--- config.mk ---
export PLATFORM = sky130hd
export DESIGN_NAME = fixed_slot_free_list_allocator_core
export DESIGN_NICKNAME = d
export VERILOG_FILES = /design/src/fslfa_pkg.sv /design/src/fslfa_ram.sv /design/src/fslfa_ctrl.sv /design/src/fslfa_dp.sv /design/src/fixed_slot_free_list_allocator_core.sv
export VERILOG_INCLUDE_DIRS = /design/src /design/src/src
export SDC_FILE = /design/constraint.sdc
export NUM_CORES = 2
export LEC_CHECK = 0
export ABC_AREA = 1
export BUFFER_PORTS_ARGS = -buffer_cell sky130_fd_sc_hd__buf_2
export CAP_MARGIN = 20
export CORE_MARGIN = 1.5
export CORE_UTILIZATION = 40
export CTS_CLUSTER_DIAMETER = 80
export DETAILED_ROUTE_END_ITERATION = 10
export SLEW_MARGIN = 30
export SYNTH_ARGS = -nofsm -noshare
export SYNTH_HDL_FRONTEND = slang
export SYNTH_SLANG_ARGS = --single-unit
--- constraint.sdc ---
create_clock -name i_clk -period 7.4 [get_ports i_clk]
set_input_delay 0.74 -clock i_clk [delete_from_list [all_inputs] [get_ports i_clk]]
set_output_delay 0.74 -clock i_clk [all_outputs]
set_load 0.05 [all_outputs]
--- src/fixed_slot_free_list_allocator_core_macros.svh ---
// assertion macros used by the allocator datapath
`ifndef FIXED_SLOT_FREE_LIST_ALLOCATOR_CORE_MACROS_SVH
`define FIXED_SLOT_FREE_LIST_ALLOCATOR_CORE_MACROS_SVH

// checked only while out of reset
`define FSLFA_ASSERT(lbl, clk, rst_n, prop, msg) \
    lbl: assert property (@(posedge clk) disable iff (!rst_n) prop) else $error(msg);

// checked at every edge, reset included
`define FSLFA_ASSERT_ALWAYS(lbl, clk, prop, msg) \
    lbl: assert property (@(posedge clk) prop) else $error(msg);

`endif

--- src/fslfa_pkg.sv ---
// shared types and constants of the slot allocator
package fslfa_pkg;

    localparam int unsigned SLOTS_DEFAULT = 256;
    localparam int unsigned MAX_SLOTS     = 256;
    localparam int unsigned SLOT_W        = 8;
    localparam int unsigned STATUS_W      = 3;

    localparam logic FUNC_ALLOC = 1'b0;
    localparam logic FUNC_FREE  = 1'b1;

    typedef enum logic [STATUS_W-1:0] {
        ST_REUSED    = 3'd0,
        ST_FRESH     = 3'd1,
        ST_FREED     = 3'd2,
        ST_NULL      = 3'd3,
        ST_EXHAUSTED = 3'd4
    } t_status;

    typedef enum logic [2:0] {
        OP_NONE,
        OP_PUSH,
        OP_FRESH,
        OP_POP_READ,
        OP_POP_DONE,
        OP_REJECT_NULL,
        OP_REJECT_EXH
    } t_dp_op;

    typedef struct packed {
        logic is_free;
        logic slot_ok;
        logic head_empty;
        logic fresh_avail;
    } t_dp_stat;

endpackage

--- src/fslfa_ram.sv ---
// generic simple dual port ram with registered read
module fslfa_ram #(
    parameter int unsigned WIDTH = 9,
    parameter int unsigned DEPTH = 256,
    parameter int unsigned AW    = $clog2(DEPTH)
) (
    input  logic             i_clk,
    input  logic             i_we,
    input  logic [AW-1:0]    i_waddr,
    input  logic [WIDTH-1:0] i_wdata,
    input  logic             i_re,
    input  logic [AW-1:0]    i_raddr,
    output logic [WIDTH-1:0] o_rdata
);

    logic [WIDTH-1:0] r_mem [DEPTH];
    logic [WIDTH-1:0] r_rdata;

    always_ff @(posedge i_clk) begin
        if (i_we) begin
            r_mem[i_waddr] <= i_wdata;
        end
        if (i_re) begin
            r_rdata <= r_mem[i_raddr];
        end
    end

    assign o_rdata = r_rdata;

endmodule

--- src/fslfa_ctrl.sv ---
// controller state machine of the slot allocator
module fslfa_ctrl (
    input  logic                i_clk,
    input  logic                i_rst_n,
    input  logic                i_start,
    input  fslfa_pkg::t_dp_stat i_stat,
    output fslfa_pkg::t_dp_op   o_op,
    output logic                o_busy
);

    import fslfa_pkg::*;

    typedef enum logic [0:0] {
        S_IDLE,
        S_POP
    } t_state;

    t_state r_state;
    logic   r_busy;
    t_dp_op n_op;

    always_comb begin
        n_op = OP_NONE;
        case (r_state)
            S_IDLE: begin
                if (i_start) begin
                    if (i_stat.is_free) begin
                        n_op = i_stat.slot_ok ? OP_PUSH : OP_REJECT_NULL;
                    end else if (!i_stat.head_empty) begin
                        n_op = OP_POP_READ;
                    end else if (i_stat.fresh_avail) begin
                        n_op = OP_FRESH;
                    end else begin
                        n_op = OP_REJECT_EXH;
                    end
                end
            end
            S_POP: begin
                n_op = OP_POP_DONE;
            end
            default: begin
                n_op = OP_NONE;
            end
        endcase
    end

    always_ff @(posedge i_clk) begin
        if (!i_rst_n) begin
            r_state <= S_IDLE;
            r_busy  <= 1'b0;
        end else begin
            case (r_state)
                S_IDLE: begin
                    if (n_op == OP_POP_READ) begin
                        r_state <= S_POP;
                        r_busy  <= 1'b1;
                    end
                end
                S_POP: begin
                    r_state <= S_IDLE;
                    r_busy  <= 1'b0;
                end
                default: begin
                    r_state <= S_IDLE;
                    r_busy  <= 1'b0;
                end
            endcase
        end
    end

    assign o_op   = n_op;
    assign o_busy = r_busy;

endmodule

--- src/fslfa_dp.sv ---
// datapath of the slot allocator: list head, bump counter, link store, result beat
module fslfa_dp #(
    parameter int unsigned SLOTS = fslfa_pkg::SLOTS_DEFAULT
) (
    input  logic                              i_clk,
    input  logic                              i_rst_n,
    input  logic                              i_func,
    input  logic [fslfa_pkg::SLOT_W-1:0]      i_slot_index,
    input  logic                              i_is_null,
    input  fslfa_pkg::t_dp_op                 i_op,
    output fslfa_pkg::t_dp_stat               o_stat,
    output logic                              o_done,
    output logic [fslfa_pkg::SLOT_W-1:0]      o_granted_slot,
    output logic [fslfa_pkg::STATUS_W-1:0]    o_status
);

    import fslfa_pkg::*;

    `include "fixed_slot_free_list_allocator_core_macros.svh"

    localparam int unsigned USABLE = (SLOTS < MAX_SLOTS) ? SLOTS : MAX_SLOTS;
    localparam int unsigned AW     = $clog2(USABLE);
    localparam int unsigned LW     = AW + 1;
    localparam int unsigned CNT_W  = $clog2(USABLE + 1);
    localparam logic [LW-1:0] HEAD_EMPTY = {1'b1, {AW{1'b0}}};

    logic [LW-1:0]     r_head;
    logic [CNT_W-1:0]  r_fresh;
    logic              r_done;
    logic [SLOT_W-1:0] r_granted;
    t_status           r_status;

    logic              ram_we;
    logic              ram_re;
    logic [AW-1:0]     ram_waddr;
    logic [AW-1:0]     ram_raddr;
    logic [LW-1:0]     ram_wdata;
    logic [LW-1:0]     ram_rdata;

    always_comb begin
        o_stat.is_free     = (i_func == FUNC_FREE);
        o_stat.slot_ok     = !i_is_null
                             && ({1'b0, i_slot_index} < (SLOT_W + 1)'(USABLE));
        o_stat.head_empty  = r_head[AW];
        o_stat.fresh_avail = (r_fresh < CNT_W'(USABLE));
    end

    assign ram_we    = (i_op == OP_PUSH);
    assign ram_waddr = i_slot_index[AW-1:0];
    assign ram_wdata = r_head;
    assign ram_re    = (i_op == OP_POP_READ);
    assign ram_raddr = r_head[AW-1:0];

    fslfa_ram #(
        .WIDTH (LW),
        .DEPTH (USABLE),
        .AW    (AW)
    ) u_link_ram (
        .i_clk   (i_clk),
        .i_we    (ram_we),
        .i_waddr (ram_waddr),
        .i_wdata (ram_wdata),
        .i_re    (ram_re),
        .i_raddr (ram_raddr),
        .o_rdata (ram_rdata)
    );

    always_ff @(posedge i_clk) begin
        if (!i_rst_n) begin
            r_head  <= HEAD_EMPTY;
            r_fresh <= '0;
            r_done  <= 1'b0;
        end else begin
            r_done <= 1'b0;
            case (i_op)
                OP_PUSH: begin
                    r_head <= {1'b0, i_slot_index[AW-1:0]};
                    r_done <= 1'b1;
                end
                OP_FRESH: begin
                    r_fresh <= r_fresh + CNT_W'(1);
                    r_done  <= 1'b1;
                end
                OP_POP_DONE: begin
                    r_head <= ram_rdata;
                    r_done <= 1'b1;
                end
                OP_REJECT_NULL, OP_REJECT_EXH: begin
                    r_done <= 1'b1;
                end
                default: begin
                    r_done <= 1'b0;
                end
            endcase
        end
    end

    // result beat payload
    always_ff @(posedge i_clk) begin
        case (i_op)
            OP_PUSH: begin
                r_granted <= '0;
                r_status  <= ST_FREED;
            end
            OP_FRESH: begin
                r_granted <= SLOT_W'(r_fresh);
                r_status  <= ST_FRESH;
            end
            OP_POP_DONE: begin
                r_granted <= SLOT_W'(r_head[AW-1:0]);
                r_status  <= ST_REUSED;
            end
            OP_REJECT_NULL: begin
                r_granted <= '0;
                r_status  <= ST_NULL;
            end
            OP_REJECT_EXH: begin
                r_granted <= '0;
                r_status  <= ST_EXHAUSTED;
            end
            default: begin
                r_granted <= r_granted;
                r_status  <= r_status;
            end
        endcase
    end

    assign o_done         = r_done;
    assign o_granted_slot = r_granted;
    assign o_status       = r_status;

    `FSLFA_ASSERT(a_pop_read_no_beat, i_clk, i_rst_n,
        (i_op == OP_POP_READ) |=> !r_done, "beat issued before link read returned")
    `FSLFA_ASSERT(a_pop_done_reused, i_clk, i_rst_n,
        (i_op == OP_POP_DONE) |=> (r_done && r_status == ST_REUSED), "pop beat missing")
    `FSLFA_ASSERT(a_fresh_bound, i_clk, i_rst_n,
        $past(i_rst_n) |-> (r_fresh <= CNT_W'(USABLE)), "bump counter past pool size")
    `FSLFA_ASSERT(a_zero_grant, i_clk, i_rst_n,
        (r_done && r_status != ST_REUSED && r_status != ST_FRESH) |-> (r_granted == '0),
        "nonzero slot on a beat without a grant")
    `FSLFA_ASSERT_ALWAYS(a_no_beat_after_reset, i_clk,
        $past(!i_rst_n) |-> !r_done, "beat right after reset")

endmodule

--- src/fixed_slot_free_list_allocator_core.sv ---
// Fixed-size slot pool allocator with a LIFO free list and a bump counter for unused slots.
// A request is taken when start is high and busy is low. Free, null free, fresh allocate
// and exhausted allocate never raise busy and can follow one another every cycle; an
// allocate that pops the free list first issues the registered read of the link memory
// and then holds busy high in the S_POP state, where the read link becomes the new head.
// Each request gives exactly one result beat, o_done high for one cycle: in the cycle after
// the request for the other kinds, and after the S_POP state for a pop. The receiver cannot
// stall: a beat not captured in its cycle is gone. The link memory is not cleared after reset,
// so the block is ready at once.
module fixed_slot_free_list_allocator_core #(
    parameter int unsigned SLOTS = fslfa_pkg::SLOTS_DEFAULT
) (
    input  logic                              i_clk,
    input  logic                              i_rst_n,
    input  logic                              start,
    output logic                              busy,
    input  logic                              i_func,
    input  logic [fslfa_pkg::SLOT_W-1:0]      i_slot_index,
    input  logic                              i_is_null,
    output logic                              o_done,
    output logic [fslfa_pkg::SLOT_W-1:0]      o_granted_slot,
    output logic [fslfa_pkg::STATUS_W-1:0]    o_status
);

    import fslfa_pkg::*;

    t_dp_op   op;
    t_dp_stat stat;

    fslfa_ctrl u_ctrl (
        .i_clk   (i_clk),
        .i_rst_n (i_rst_n),
        .i_start (start),
        .i_stat  (stat),
        .o_op    (op),
        .o_busy  (busy)
    );

    fslfa_dp #(
        .SLOTS (SLOTS)
    ) u_dp (
        .i_clk          (i_clk),
        .i_rst_n        (i_rst_n),
        .i_func         (i_func),
        .i_slot_index   (i_slot_index),
        .i_is_null      (i_is_null),
        .i_op           (op),
        .o_stat         (stat),
        .o_done         (o_done),
        .o_granted_slot (o_granted_slot),
        .o_status       (o_status)
    );

endmodule

# [Word-level counts from Yosys, hierarchy flattened]
# Memories as Yosys holds them, arrays and structs flattened. A register that Yosys moved wholly into a read port is not among the register bits.
# Cells that the tools add are included.
[op_classes] addsub=1 magnitude_cmp=1 eq_ne=7 bitwise_logic=1 mux=16 n_reduce_logical=5
[op_table] operator="8-bit one-hot mux with 3 select lines" n=1
[op_table] operator="9-bit one-hot mux with 2 select lines" n=1
[op_table] operator="3-bit two-way mux" n=5
[op_table] operator="3-bit one-hot mux with 5 select lines" n=1
[op_table] operator="9-bit by 1-bit adder with 9-bit output, second input constant" n=1
[op_table] operator="3-bit equality test, second input constant" n=3
[op_table] operator="9-bit less-than comparator, second input constant" n=1
[op_table] operator="3-bit by 2-bit equality test with 1-bit output, second input constant" n=2
[op_table] operator="3-bit one-hot mux with 2 select lines" n=1
[op_table] operator="1-bit two-way mux" n=5
[op_table] operator="5-bit nonzero test" n=1
[op_table] operator="5-bit OR reduction" n=1
[op_table] operator="1-bit one-hot mux with 2 select lines" n=2
[op_table] operator="3-bit by 1-bit equality test with 1-bit output, second input constant" n=1
[op_table] operator="3-bit nonzero test" n=1
[op_table] operator="3-bit OR reduction" n=1
[op_table] operator="2-bit by 1-bit inequality test with 1-bit output, second input constant" n=1
[op_table] operator="2-bit nonzero test" n=1
[op_table] operator="1-bit NOT" n=1
[word_totals] input_bits=13 output_inout_bits=13 mem_count=1 ramBits=2304 reg_bits=32 elab_cells=39
[memory_table] name="u_dp.u_link_ram.r_mem" depth=256 word_bits=9 rd=1 rd_ports_with_merged_regs=1 wr=1 line="fslfa_ram.sv:16" rtl="logic [WIDTH-1:0] r_mem [DEPTH];"

# [Logic depth before layout (Yosys ltp)]
[logic_depth] depth_word=9 ltp_mapped=15 ltp_nobuf=11

# [By module]
# Synthesis repeated with hierarchy kept, for this count alone.
[hier_totals] cells_unflattened=8044 area_unflattened_um2=95232.6
[by_module_without_submodules] module="fslfa_ram" area_each_um2=93609.8 seq_area_each_um2=69456.6 instances=1 cells_per_inst=7826
[by_module_without_submodules] module="fslfa_dp" area_each_um2=1500.2 seq_area_each_um2=710.7 instances=1 cells_per_inst=199
[by_module_without_submodules] module="fslfa_ctrl" area_each_um2=122.6 seq_area_each_um2=40.0 instances=1 cells_per_inst=19

# [Least setup slack after synthesis]
# OpenSTA, ideal clock, no wires.
[synth_timing] kind="reg2reg" start="register u_dp.r_head[6]" end="register u_dp.u_link_ram.r_rdata[0], in the netlist u_dp.u_link_ram.o_rdata[0], read port of u_dp.u_link_ram.r_mem, data pin" synth_period_minus_slack_ns=5.492 slack_ns=1.908 stages_incl_launch_ff=7 arrival_time_ns=5.231 path_buffers=1 required_time_ns=7.139 setup_ns=0.261 cell_sequence="dfxtp_1 -> clkinv_1 -> buf_2 -> nand3_1 -> nand2_1 -> nand2_1 -> nand2_1"
[synth_rtl] item="from (decl)" line="fslfa_dp.sv:27" rtl="logic [LW-1:0] r_head;"
[synth_rtl] item="from (signal assigned)" line="fslfa_dp.sv:77" rtl="r_head <= {1'b0, i_slot_index[AW-1:0]};"
[synth_rtl] item="from (signal assigned)" line="fslfa_dp.sv:85" rtl="r_head <= ram_rdata;"
[synth_rtl] item="to (decl)" line="fslfa_ram.sv:17" rtl="logic [WIDTH-1:0] r_rdata;"

==> impl_metrics.env <==
export IMPL_synth_seq_area_share_pct=73.69
export IMPL_endpoint="u_dp.u_link_ram.o_rdata[7]$_DFFE_PP_"
export IMPL_p_leak_nw=35.54
export IMPL_synthesis_area_mm2=0.09528
export IMPL_fin_crit_ns=4.093
export IMPL_wl_per_cell_um=22.54
export IMPL_vias_per_cell=5.458
export IMPL_antenna_found_initial=15
export IMPL_worstMarginPinSlew_ns=1.049
export IMPL_drc=0
export IMPL_synthArstFlopShare_pct=0
export IMPL_timing_final_crit_share_pct=55.31
export IMPL_fp_dieH_um=491.0
export IMPL_yosys_top_cells_area="edfxtp_1 (73%), nand3_1 (12%), nand2_1 (9.5%)"
export IMPL_power_density_mw_per_mm2=273.2
export IMPL_r2r_end="u_dp.u_link_ram.o_rdata[7]$_DFFE_PP_"
export IMPL_placementRows=178
export IMPL_outcome="finished, final reports clean"
export IMPL_r2r_start="u_dp.r_head[0]$_SDFFE_PN0P_"
export IMPL_insertion_delay_ns=0.88
export IMPL_pin_count=26
export IMPL_syn_to_final_growth_pct=9.697
export IMPL_r2r_slack_ns=3.31
export IMPL_cts_made_buffers=228
export IMPL_h_tree_depth=4
export IMPL_cts_buffer_depth=3
export IMPL_grt_pass1_vias=56930
export IMPL_clock_sinks=2345
export IMPL_finalNetCount=7773
export IMPL_vias=60630
export IMPL_grt_overflow=0
export IMPL_start_util_pct=40.36
export IMPL_synth_seq_cells=2345
export IMPL_syn_nets=7973
export IMPL_core_area_mm2=0.2361
export IMPL_io_buffers=25
export IMPL_fillerInstances=21410
export IMPL_final_util_pct=44.27
export IMPL_synth_edf_count=2324
export IMPL_synth_area_per_cell_um2=11.98
export IMPL_grt_max_degree=211
export IMPL_final_hold_violation_count=0
export IMPL_end_kind="register"
export IMPL_drt_iter0_markers=7399
export IMPL_worst_slack_ns=3.307
export IMPL_cts_hold_buf=0
export IMPL_setup_tns_final_ns=0
export IMPL_pre_cts_ws_ns=3.028
export IMPL_yosysUniqueCellTypes=32
export IMPL_reg2reg_depth=13
export IMPL_worstSetupPathType="register to register"
export IMPL_detail_route_antenna_nets=0
export IMPL_crit_arrival_ns=4.84
export IMPL_root_buffer="clkbuf_16"
export IMPL_drt_first_pass_iters=6
export IMPL_wirelength_mm=250.3
export IMPL_required_ns=8.14
export IMPL_yosysWarningCount=0
export IMPL_cts_tree="done"
export IMPL_place_area_mm2=0.09743
export IMPL_clock_fmax_mhz=244.3
export IMPL_fin_skew_ns=0.04106
export IMPL_synth_cells=7956
export IMPL_routabilityCongestion=0.8535
export IMPL_dpl_hpwl_mm=137.7
export IMPL_hold_class="input pin to register"
export IMPL_post_cts_buffers=0
export IMPL_grt_usage_pct=20.26
export IMPL_setup_viol=0
export IMPL_drive_gt1_share_pct=6.101
export IMPL_clk_pin_slew_ns=0.06
export IMPL_die_area_mm2=0.2411
export IMPL_ir_drop_uv=263.0
export IMPL_maxCapViolations=0
export IMPL_drv_slew=0
export IMPL_crit_path_max_fanout=109
export IMPL_cts_resized=0
export IMPL_max_slew_margin_pct=29.88
export IMPL_fp_dieW_um=491.0
export IMPL_synth_top_area_share_pct=73.25
export IMPL_grt_pass1_wl_mm=370.8
export IMPL_crit_start="u_dp.r_head[0]$_SDFFE_PN0P_"
export IMPL_stdcell_area_mm2=0.1045
export IMPL_cp_start_kind="register"
export IMPL_yosysTopAreaCell="edfxtp_1"
export IMPL_rsz0062_at_grt="false"
export IMPL_synthFlopType="edfxtp_1"
[flip-flops by register name, summed over array words and instances, names as in the netlist]
| signal | count |
|---|---|
| u_ctrl.o_busy | 1 |
| u_ctrl.r_state | 1 |
| u_dp.o_done | 1 |
| u_dp.o_granted_slot | 8 |
| u_dp.o_status | 3 |
| u_dp.r_fresh | 9 |
| u_dp.r_head | 9 |
| u_dp.u_link_ram.o_rdata | 9 |
| u_dp.u_link_ram.r_mem | 2304 |
[routing by layer]
metal  vias to the layer above  share of wire, %  global-route usage, %
met5                         -                 0                      0
met4                         0               3.4                  7.138
met3                       402               7.6                  3.122
met2                      2380                46                  31.33
met1                     29930                43                  29.07
li1                      27920                 -                      -
[cells in the final DEF (no fill, tap or decap), drive strengths merged]
master	instances
bufinv	8
a21oi	19
a22oi	1
ha	4
nor3	6
dfxtp	21
clkinvlp	3
xor2	1
nand3	2274
o22ai	8
edfxtp	2324
nand4	6
o21a	1
nor3b	1
inv	44
clkinv	103
nor2	276
clkbuf	307
a221oi	2
a31oi	1
o21ai	17
o21bai	1
or2	1
diode	8
buf	113
nand2	2408
[logic make-up after synthesis]
logic type               count (synthesis)  share of synthesized area (%)
AND/OR/NAND/NOR                       4972                          22.65
AO/OA/AOI/OAI                           50                         0.2902
buffers and inverters                  584                          3.307
adder cells (fa/ha/maj)                  4                        0.05253
XOR/XNOR                                 1                       0.009194
flip-flops                            2345                          73.69
[metrics by stage]
| stage | power, W | std cells | hold slack, ns |
|---|---|---|---|
| finish | 0.02855 | 11110 | 0.2174 |
| floorplan | 0.01694 | 7956 | 0.4453 |
| detailed placement | 0.01781 | 10680 | 0.4668 |
| global route | 0.02939 | 11100 | 0.1867 |
| global placement | 0.01778 | 10670 | 0.4536 |
| CTS | 0.02866 | 11100 | 0.1684 |
[synthesized netlist by cell type (2+ instances only)]
cell type / n
a21oi_1: 19
a221oi_1: 2
buf_1: 89
buf_12: 2
buf_2: 191
buf_4: 87
buf_6: 45
buf_8: 2
clkbuf_1: 127
clkinv_1: 3
dfxtp_1: 21
edfxtp_1: 2324
ha_1: 4
inv_1: 31
inv_2: 7
nand2_1: 2407
nand3_1: 2274
nand4_2: 5
nor2_1: 276
nor3_1: 5
o21ai_0: 17
o22ai_1: 8
[how the worst min path moves through the flow]
stage / startpoint / end / depth (start not counted)
2_1_floorplan: u_dp.r_fresh[8]$_SDFFE_PN0N_ / u_dp.r_fresh[8]$_SDFFE_PN0N_ / 2
3_3_place_gp: u_dp.r_fresh[8]$_SDFFE_PN0N_ / u_dp.r_fresh[8]$_SDFFE_PN0N_ / 2
3_5_place_dp: u_dp.r_fresh[8]$_SDFFE_PN0N_ / u_dp.r_fresh[8]$_SDFFE_PN0N_ / 2
4_1_cts: i_slot_index[3] / u_dp.r_head[3]$_SDFFE_PN0P_ / 3
5_1_grt: i_slot_index[3] / u_dp.r_head[3]$_SDFFE_PN0P_ / 3
6_report: i_slot_index[3] / u_dp.r_head[3]$_SDFFE_PN0P_ / 3
[report_power, final]
part | switching, W | internal, W | leakage [nW]
clock | 0.00498 | 0.00604 | 3.38
sequential | 0.0000704 | 0.0148 | 21.2
combinational | 0.00206 | 0.000614 | 11.0
total | 0.00711 | 0.0214 | 35.5
[cell type report]
class / instances / area [µm²] / share of cell area [%]
well taps: 3150 / 3941 / 3.771
clock inverters: 117 / 880.8 / 0.8428
clock buffers: 307 / 6086 / 5.823
multi-input cells: 5027 / 22080 / 21.13
diodes: 8 / 20.02 / 0.01915
flip-flops and latches: 2345 / 70240 / 67.21
repair buffers: 113 / 1079 / 1.032
inverters: 41 / 185.2 / 0.1772
[worst max-delay path: stages, from the launching register on]
cell and delay (ns):
dfxtp_4 0.60, buf_4 0.66, buf_12 0.42, buf_16 0.36, nand2_1 0.09, nand3_1 0.13
nand3_1 0.14, nand3_1 0.13, nand3_1 0.16, nand3_1 0.25, nand3_1 0.36, nand2_1 0.20
nand2_1 0.07, nand2_1 0.10
Note: power is estimated with default switching activity, not from simulation.
